$ cat config.mk
export PLATFORM = sky130hd
export DESIGN_NAME = compression_mode_recommender
export DESIGN_NICKNAME = d
export VERILOG_FILES = /design/src/rtl/core/cmr_pkg.sv /design/src/rtl/core/cmr_ram.sv /design/src/rtl/core/cmr_div.sv /design/src/rtl/core/compression_mode_recommender.sv
export SDC_FILE = /design/constraint.sdc
export NUM_CORES = 2
export LEC_CHECK = 0
export ABC_CLOCK_PERIOD_IN_PS = 21700
export BUFFER_PORTS_ARGS = -buffer_cell sky130_fd_sc_hd__buf_4
export CAP_MARGIN = 20
export CORE_ASPECT_RATIO = 2
export CORE_UTILIZATION = 55
export CTS_BUF_LIST = sky130_fd_sc_hd__clkbuf_8
export CTS_CLUSTER_DIAMETER = 80
export DETAILED_ROUTE_END_ITERATION = 16
export GPL_TIMING_DRIVEN = 0
export PLACE_DENSITY = 0.73
export SYNTH_ARGS = -nofsm -noshare
export SYNTH_HDL_FRONTEND = slang
export SYNTH_SLANG_ARGS = --single-unit
$ cat constraint.sdc
create_clock -name clk -period 21.7 [get_ports clk]
set_input_delay 6.51 -clock clk [delete_from_list [all_inputs] [get_ports clk]]
set_output_delay 6.51 -clock clk [all_outputs]
set_load 0.1 [all_outputs]
$ cat src/rtl/core/cmr_pkg.sv
// shared widths, constants and types of the compression mode recommender
`default_nettype none
package cmr_pkg;

	localparam int MAX_DIMS_DEF = 32;
	localparam int TOTAL_W      = 32;
	localparam int DIM_W        = 5;
	localparam int POINTS_W     = 16;
	localparam int RUNS_W       = 16;
	localparam int CBITS_W      = 7;
	localparam int VBYTES_W     = 4;
	localparam int MODE_W       = 2;
	localparam int AVG_W        = VBYTES_W + 3;

	localparam int IN_DATA_W  = 48;
	localparam int IN_USER_W  = 2;
	localparam int OUT_DATA_W = 8;

	localparam int DIV_STEPS = TOTAL_W;
	localparam int DIV_CNT_W = $clog2(DIV_STEPS);

	typedef enum logic [MODE_W-1:0] {
		MODE_DEFLATE = 2'd0,
		MODE_SIGBITS = 2'd1,
		MODE_RLE     = 2'd2
	} mode_t;

	typedef enum logic [4:0] {
		ST_IDLE = 5'b00001,
		ST_UPD  = 5'b00010,
		ST_DIV  = 5'b00100,
		ST_MUL  = 5'b01000,
		ST_CMP  = 5'b10000
	} state_t;

endpackage
`default_nettype wire

$ cat src/rtl/core/cmr_ram.sv
// generic single-port-write, registered-read ram
`default_nettype none
module cmr_ram #(
	parameter int WIDTH = 64,
	parameter int DEPTH = 32,
	localparam int AW = (DEPTH > 1) ? $clog2(DEPTH) : 1
) (
	input  wire logic             clk,
	input  wire logic             we,
	input  wire logic [AW-1:0]    waddr,
	input  wire logic [WIDTH-1:0] wdata,
	input  wire logic [AW-1:0]    raddr,
	output logic      [WIDTH-1:0] rdata
);

	logic [WIDTH-1:0] mem [DEPTH];

	always_ff @(posedge clk) begin
		if (we) begin
			mem[waddr] <= wdata;
		end
		rdata <= mem[raddr];
	end

endmodule
`default_nettype wire

$ cat src/rtl/core/cmr_div.sv
// serial restoring divider, one quotient bit per cycle
`default_nettype none
module cmr_div (
	input  wire logic                        clk,
	input  wire logic                        arst_n,
	input  wire logic                        start,
	input  wire logic [cmr_pkg::TOTAL_W-1:0] dividend,
	input  wire logic [cmr_pkg::TOTAL_W-1:0] divisor,
	output logic                             done,
	output logic      [cmr_pkg::TOTAL_W-1:0] quotient
);
	import cmr_pkg::*;

	logic                 busy_q;
	logic                 done_q;
	logic [DIV_CNT_W-1:0] cnt_q;
	logic [TOTAL_W-1:0]   dvd_q;
	logic [TOTAL_W-1:0]   dvs_q;
	logic [TOTAL_W-1:0]   rem_q;
	logic [TOTAL_W:0]     shifted;
	logic [TOTAL_W+1:0]   diff;
	logic                 qbit;

	assign shifted = {rem_q, dvd_q[TOTAL_W-1]};
	assign diff    = {1'b0, shifted} - {2'b00, dvs_q};
	assign qbit    = ~diff[TOTAL_W+1];

	always_ff @(posedge clk or negedge arst_n) begin
		if (!arst_n) begin
			busy_q <= 1'b0;
			done_q <= 1'b0;
			cnt_q  <= '0;
		end else begin
			done_q <= 1'b0;
			if (start) begin
				busy_q <= 1'b1;
				cnt_q  <= DIV_CNT_W'(DIV_STEPS - 1);
			end else if (busy_q) begin
				cnt_q <= cnt_q - DIV_CNT_W'(1);
				if (cnt_q == '0) begin
					busy_q <= 1'b0;
					done_q <= 1'b1;
				end
			end
		end
	end

	always_ff @(posedge clk) begin
		if (start) begin
			dvd_q <= dividend;
			dvs_q <= divisor;
			rem_q <= '0;
		end else if (busy_q) begin
			// quotient bits shift in where dividend bits shift out
			dvd_q <= {dvd_q[TOTAL_W-2:0], qbit};
			rem_q <= qbit ? diff[TOTAL_W-1:0] : shifted[TOTAL_W-1:0];
		end
	end

	assign done     = done_q;
	assign quotient = dvd_q;

endmodule
`default_nettype wire

$ cat src/rtl/core/compression_mode_recommender.sv
// compression mode recommender: one word per patch dimension, one mode word out per input word
//
// input channel s_*: one word per dimension of a patch. first_of_patch (tuser bit 0) adds the
// patch's point count and one patch to the global totals; the run and common-bit counts add to
// the totals of dim_index, kept in a memory of MAX_DIMS entries.
// output channel m_*: exactly one word per input word, in order, carrying the dimension and the
// recommended mode (0 deflate, 1 significant bits, 2 run-length).
// one word is in flight at a time: after acceptance it passes the memory update, the 32-step
// serial division of the common-bit total by the patch count, the multiply and the compare
// before it reaches the result register, and the next word is taken only back in idle, so no
// new word is accepted before the last one is through.
// the next word is taken as soon as the previous result sits in the output register, even when
// the receiver stalls; if the result register is still full when a new result is ready, the
// block holds that result and takes no input until m_tready frees the register.
// reset clears the global totals and marks every memory entry unwritten so it reads as zero;
// no clearing pass is needed and input is taken from the first cycle after reset.
`default_nettype none
module compression_mode_recommender #(
	parameter int MAX_DIMS = cmr_pkg::MAX_DIMS_DEF
) (
	input  wire logic                           clk,
	input  wire logic                           arst_n,
	input  wire logic                           s_tvalid,
	output logic                                s_tready,
	// dim_index[4:0], patch_points[20:5], run_count[36:21], common_bits[43:37],
	// value_bytes[47:44]
	input  wire logic [cmr_pkg::IN_DATA_W-1:0]  s_tdata,
	// first_of_patch[0], is_float[1]
	input  wire logic [cmr_pkg::IN_USER_W-1:0]  s_tuser,
	output logic                                m_tvalid,
	input  wire logic                           m_tready,
	// out_dim[4:0], mode[6:5], zero[7]
	output logic      [cmr_pkg::OUT_DATA_W-1:0] m_tdata
);
	import cmr_pkg::*;

	localparam int AW = (MAX_DIMS > 1) ? $clog2(MAX_DIMS) : 1;

	// input field unpacking
	logic [DIM_W-1:0]    in_dim;
	logic [POINTS_W-1:0] in_points;
	logic [RUNS_W-1:0]   in_runs;
	logic [CBITS_W-1:0]  in_cbits;
	logic [VBYTES_W-1:0] in_vbytes;
	logic                in_first;
	logic                in_float;

	assign in_dim    = s_tdata[4:0];
	assign in_points = s_tdata[20:5];
	assign in_runs   = s_tdata[36:21];
	assign in_cbits  = s_tdata[43:37];
	assign in_vbytes = s_tdata[47:44];
	assign in_first  = s_tuser[0];
	assign in_float  = s_tuser[1];

	state_t state_q;
	logic   accept;
	logic   load_out;

	logic [TOTAL_W-1:0] point_total_q;
	logic [TOTAL_W-1:0] patch_total_q;
	logic [MAX_DIMS-1:0] valid_q;

	logic [AW+DIM_W-1:0] dim_ext;
	logic [AW-1:0]       in_addr;
	logic                in_range;

	logic [DIM_W-1:0]    dim_q;
	logic [AW-1:0]       addr_q;
	logic                range_q;
	logic                float_q;
	logic [RUNS_W-1:0]   runs_q;
	logic [CBITS_W-1:0]  cbits_q;
	logic [VBYTES_W-1:0] vbytes_q;

	logic [2*TOTAL_W-1:0] ram_rdata;
	logic [2*TOTAL_W-1:0] ram_wdata;
	logic [TOTAL_W-1:0]   old_runs;
	logic [TOTAL_W-1:0]   old_cbits;
	logic [TOTAL_W-1:0]   new_runs;
	logic [TOTAL_W-1:0]   new_cbits;
	logic                 ram_we;

	logic [TOTAL_W+VBYTES_W-1:0]   raw_q;
	logic [TOTAL_W+VBYTES_W:0]     rle_q;
	logic [TOTAL_W+VBYTES_W-1:0]   ts_q;
	logic [AVG_W-1:0]              uniq_q;
	logic [TOTAL_W+AVG_W-1:0]      pu_q;

	logic               div_start;
	logic               div_done;
	logic [TOTAL_W-1:0] div_quot;
	logic [AVG_W-1:0]   width_bits;
	logic [AVG_W-1:0]   avg_sat;

	logic [TOTAL_W+VBYTES_W+2:0] lhs;
	logic [TOTAL_W+VBYTES_W+4:0] rhs;
	logic [TOTAL_W+VBYTES_W+2:0] rle_x4;
	mode_t                       mode_next;

	logic                out_valid_q;
	logic [DIM_W-1:0]    out_dim_q;
	mode_t               out_mode_q;

	assign s_tready = (state_q == ST_IDLE);
	assign accept   = s_tvalid && s_tready;
	assign load_out = (state_q == ST_CMP) && (!out_valid_q || m_tready);

	assign dim_ext  = (AW+DIM_W)'(in_dim);
	assign in_addr  = dim_ext[AW-1:0];
	assign in_range = {{(TOTAL_W-DIM_W){1'b0}}, in_dim} < TOTAL_W'(MAX_DIMS);

	// control
	always_ff @(posedge clk or negedge arst_n) begin
		if (!arst_n) begin
			state_q       <= ST_IDLE;
			point_total_q <= '0;
			patch_total_q <= '0;
			valid_q       <= '0;
			out_valid_q   <= 1'b0;
		end else begin
			case (state_q)
				ST_IDLE: begin
					if (accept) begin
						state_q <= ST_UPD;
						if (in_first) begin
							point_total_q <= point_total_q + TOTAL_W'(in_points);
							patch_total_q <= patch_total_q + TOTAL_W'(1);
						end
					end
				end
				ST_UPD: begin
					state_q <= ST_DIV;
					if (range_q) begin
						valid_q[addr_q] <= 1'b1;
					end
				end
				ST_DIV: begin
					if (div_done) begin
						state_q <= ST_MUL;
					end
				end
				ST_MUL: begin
					state_q <= ST_CMP;
				end
				ST_CMP: begin
					if (load_out) begin
						state_q <= ST_IDLE;
					end
				end
				default: begin
					state_q <= ST_IDLE;
				end
			endcase
			if (load_out) begin
				out_valid_q <= 1'b1;
			end else if (m_tready) begin
				out_valid_q <= 1'b0;
			end
		end
	end

	// word capture
	always_ff @(posedge clk) begin
		if (accept) begin
			dim_q    <= in_dim;
			addr_q   <= in_addr;
			range_q  <= in_range;
			float_q  <= in_float;
			runs_q   <= in_runs;
			cbits_q  <= in_cbits;
			vbytes_q <= in_vbytes;
		end
	end

	// read-modify-write of the per-dimension totals
	assign old_runs  = (range_q && valid_q[addr_q]) ? ram_rdata[TOTAL_W-1:0] : '0;
	assign old_cbits = (range_q && valid_q[addr_q]) ? ram_rdata[2*TOTAL_W-1:TOTAL_W] : '0;
	assign new_runs  = old_runs + TOTAL_W'(runs_q);
	assign new_cbits = old_cbits + TOTAL_W'(cbits_q);
	assign ram_wdata = {new_cbits, new_runs};
	assign ram_we    = (state_q == ST_UPD) && range_q;

	cmr_ram #(
		.WIDTH(2*TOTAL_W),
		.DEPTH(MAX_DIMS)
	) u_totals (
		.clk  (clk),
		.we   (ram_we),
		.waddr(addr_q),
		.wdata(ram_wdata),
		.raddr(in_addr),
		.rdata(ram_rdata)
	);

	assign div_start = (state_q == ST_UPD);

	cmr_div u_div (
		.clk     (clk),
		.arst_n  (arst_n),
		.start   (div_start),
		.dividend(new_cbits),
		.divisor (patch_total_q),
		.done    (div_done),
		.quotient(div_quot)
	);

	// average common bits, saturated at the value width; no patches means zero
	assign width_bits = {vbytes_q, 3'b000};
	always_comb begin
		if (patch_total_q == '0) begin
			avg_sat = '0;
		end else if (div_quot > TOTAL_W'(width_bits)) begin
			avg_sat = width_bits;
		end else begin
			avg_sat = div_quot[AVG_W-1:0];
		end
	end

	// product stages
	always_ff @(posedge clk) begin
		if (state_q == ST_UPD) begin
			raw_q <= (TOTAL_W+VBYTES_W)'(point_total_q) * (TOTAL_W+VBYTES_W)'(vbytes_q);
			rle_q <= (TOTAL_W+VBYTES_W+1)'(new_runs)
				* (TOTAL_W+VBYTES_W+1)'({1'b0, vbytes_q} + (VBYTES_W+1)'(1));
			ts_q  <= (TOTAL_W+VBYTES_W)'(patch_total_q) * (TOTAL_W+VBYTES_W)'(vbytes_q);
		end
		if (state_q == ST_DIV && div_done) begin
			uniq_q <= width_bits - avg_sat;
		end
		if (state_q == ST_MUL) begin
			pu_q <= (TOTAL_W+AVG_W)'(point_total_q) * (TOTAL_W+AVG_W)'(uniq_q);
		end
	end

	// sigbits test: 5*raw > 16*T*S + P*uniq ; rle test: raw > 4*rle
	assign lhs    = (TOTAL_W+VBYTES_W+3)'({raw_q, 2'b00}) + (TOTAL_W+VBYTES_W+3)'(raw_q);
	assign rhs    = (TOTAL_W+VBYTES_W+5)'({ts_q, 4'b0000}) + (TOTAL_W+VBYTES_W+5)'(pu_q);
	assign rle_x4 = {rle_q, 2'b00};

	always_comb begin
		mode_next = MODE_DEFLATE;
		if (range_q && !float_q) begin
			if ((TOTAL_W+VBYTES_W+3)'(raw_q) > rle_x4) begin
				mode_next = MODE_RLE;
			end else if ((TOTAL_W+VBYTES_W+5)'(lhs) > rhs) begin
				mode_next = MODE_SIGBITS;
			end
		end
	end

	always_ff @(posedge clk) begin
		if (load_out) begin
			out_dim_q  <= dim_q;
			out_mode_q <= mode_next;
		end
	end

	assign m_tvalid = out_valid_q;
	assign m_tdata  = {1'b0, out_mode_q, out_dim_q};

endmodule
`default_nettype wire
==> metrics list <==
- CTS built an H-tree with a depth of 5.
- After clock tree synthesis, the repair step resized 0 gates.
- Max-cap violations: 0
- For the worst-skew pair, the clock arrives at the later sink with an insertion delay of 1.00 ns.
- STA classifies the critical path endpoint as a flop.
- Total standard cell area after synthesis: 0.122 mm^2
- Static timing analysis puts the maximum clock frequency at 0.0707 GHz.
- In the synthesized netlist the dominant register cell turns out to be edfxtp_1.
- By startpoint and endpoint, the worst setup path is classified as reg -> reg.
- Clock tree from TritonCTS: built
* Total global-route track usage: 33.4%
- The filler cells instantiated in the layout total 15,700.
- Count of TritonRoute iterations in the first routing pass: 9
- STA puts the critical path data required time at 22.36 ns.
- Fraction of final layout cells with drive strength greater than 1: 18.5%
- Arrival time of the worst setup path: 14.80 ns
- Dividing total power by cell area gives a power density of 130 mW/mm^2.
* Period minus WS final: 14.14 ns
* Drt via density: 6.35
- The clock arrives with 0.100 ns of skew.
* Standard-cell row count: 244
* Proportion of synthesized chip area in sequential cells: 60.7%
* Number of global-route vias before repair: 77,700
- Relative to the synthesized area, the layout overhead comes to 12.4%.
* Initial antenna violation count: 19
- Cells after Synth: 7,800
- For hold timing, the worst endpoint is u_div.dvs_q[3].
* Slowest cell on the critical path: clkbuf_1
- Number of enable-type register cells in the synthesized netlist: 2,307
* Die area: 0.223 mm^2
* Worst R2R Setup Slack: 7.56 ns
- On the worst path, the slowest cell contributes a delay of 0.93 ns.
- Counting flops with an async set or reset pin after synthesis yields a share of 4.34%.
- Static leakage: 50.4 nW
- The flow ran to the end, and the final reports show no timing, DRC or antenna violations.
- Once detailed placement completed, the half-perimeter wirelength came to 273,000 um.
* Final routed wirelength across all metal layers: 371,000 um
- The number of clock buffers added by TritonCTS is 339.
- Summed over all layers, the global routing overflow is 0.
- Depth of the worst register-to-register path: 37
- The total count of hold-check failures in the final report came to 0.
* Drt initial violations: 7,414
* Count of different cell masters after synthesis: 82
- Type of element launching the critical path: flop
- Antenna viol nets, final: 0
- RSZ-0062 raised after global routing: false
- The die is 667 um tall.
- Hold path startpoint: patch_total_q[3]
* Commonest cells in the netlist: edfxtp_1 (2,307), mux4_2 (643), nand2_1 (617)
- After routing, the total negative slack on setup checks comes to 0 ns.
- After clock tree synthesis, the clock-pin slew on the worst setup and hold paths is 0.07 ns.
- The worst pin sits at a relative slew slack of 10.8%.
* Post-CTS Hold Fix Bufs: 0
- Standard cell core area: 0.220 mm^2
* Clock root buffer: clkbuf_8
- IO Count: 64
* Num Clock Sinks: 2,512
- IO Port Bufs: 62
- Number of cells on the worst hold path: 0
* Mean cell area of the mapped netlist: 15.6 um^2
- In the final design database the tool counted 9,261 nets.
- In this run, synthesis produced a sequential element count of 2,512.
* Net count after synthesis: 8,627
* Weighted congestion at the end of routability-driven global placement: 1.02
- Biggest area consumer among synthesized cells: edfxtp_1
* Setup ws final: 7.56 ns
- Ys Warns: 0
* Crit path max fanout: 10
- For this block, the via count after detailed routing is 74,100.
* # setup viols final: 0
- Class of the worst hold path: reg -> reg
* First-pass GRT wire length: 525,000 um
- The initial utilization of the core area, before any placement, comes to 55.2%.
- In the post-synthesis netlist, the biggest area contributors are edfxtp_1 (57%), mux4_2 (12%), fa_1 (6.0%).
- Setup slack after placement: 8.20 ns
- The endpoint identified for the worst register-to-register timing path is rle_q[36].
* Most frequently used cell type in the post-synthesis netlist: edfxtp_1
- Die X-Extent: 335 um
- Area fraction of the dominant cell type after synthesis: 56.9%
- Average routed wire per standard cell: 31.8 um
- Maximum number of pins on one net before global-route repair: 84
* Reg-to-reg critical path startpoint: addr_q[0]
- Worst slew pin tran: 1.33 ns
- The number of pins with negative max-slew slack in the final report came to 0.
* DRC violation count after routing: 0
- Period utilization: 65.2%
- Post-CTS timing repair inserted 0 buffers for setup.
- Maximum ir drop on the vdd rail: 0.163 mV
* Max clock buf depth: 4
-- sequential cells by signal, indices dropped and copies added (netlist names), 36 cells and up --
signal	count
u_totals.mem	2048
u_totals.rdata	64
rle_q	37
ts_q	36
pu_q	39
raw_q	36
-- report_power, final --
part	internal, mW	total, mW	switching [mW]	leakage [nW]
Combinational	2.72	7.69	4.97	23.6
Clock	1.64	3.43	1.80	3.57
Sequential	6.41	6.63	0.215	23.3
-- layout by cell type, fill, tap and decap left out, drive strengths merged, types with 65 or more instances in the layout --
master	netlist	final
clkbuf	274	633
nand2b	75	75
nor2b	71	71
nand3	76	76
dfxtp	96	96
a21oi	293	293
xnor2	210	210
inv	528	634
o21ai	200	200
clkinv	2	126
a21o	143	143
buf	65	357
nand2	617	617
dfrtp	108	108
edfxtp	2307	2307
mux4	648	648
xor2	116	116
mux2	75	75
fa	365	365
ha	408	408
nor2	369	369
nor3	65	65
and2	140	140
-- worst max-delay path, delay by kind of cell, from the launching register on --
| family | cells | cell delay (ns) |
|---|---|---|
| compound gates | 12 | 3.94 |
| xor+xnor | 2 | 1.06 |
| fa+ha+maj | 5 | 2.18 |
| buf+inv | 8 | 3.15 |
| flops | 1 | 0.61 |
| mux | 1 | 0.64 |
| simple gates | 9 | 2.09 |
-- worst max-delay path by stage --
stage | startpoint | endpoint | cells after the start
global route | addr_q[4] | rle_q[36] | 38
floorplan | s_tvalid | patch_total_q[31] | 8
detailed placement | addr_q[0] | rle_q[36] | 38
global placement | addr_q[0] | rle_q[36] | 36
CTS | addr_q[0] | rle_q[36] | 38
finish | addr_q[0] | rle_q[36] | 37
-- layer usage --
layer	vias to the layer above	GRT usage, %	share of wire (%)
li1	30700	-	-
met1	37600	32.2	29
met2	4301	59.5	52
met3	1523	6.02	7.1
met4	6	31.6	11
met5	-	0	0.013
-- kinds of logic after synthesis --
kind of cell / after synthesis / share of synthesized area [%]
and+or+nand+nor: 1647 / 6.39
DFF: 2512 / 60.7
muxes: 733 / 12.8
adders and majority gates: 773 / 10.2
buffers and inverters: 869 / 2.70
other: 1 / 0.00308
AOI/OAI and AO/OA: 939 / 4.87
xor gates and xnor gates: 326 / 2.34
-- stage by stage --
step                power [mW]  hold slack [ns]  util, %  instances  cell area (um^2)
floorplan                 11.5            0.421        -       7800            122000
global placement          13.8            0.428     57.1      10800            126000
detailed placement        14.2            0.432     59.0      11000            130000
CTS                       17.6            0.384     61.8      11600            136000
global route              18.6            0.421     62.1      11700            137000
finish                    17.8            0.398     62.1      11700            137000
-- cell type report --
type                       instances  area (um^2)  area share, %
clock inverter                   249         1330          0.973
tap                             2952         3690           2.70
inverter                         530         1990           1.45
multi-input combinational       4419        45000           32.9
buffer                           339         1310          0.958
clock buffer                     358         4930           3.60
timing repair buffer             293         4690           3.43
sequential                      2512        73900           54.0
antenna                           21         52.6         0.0384
No activity file was read; power rests on OpenSTA's default activity.
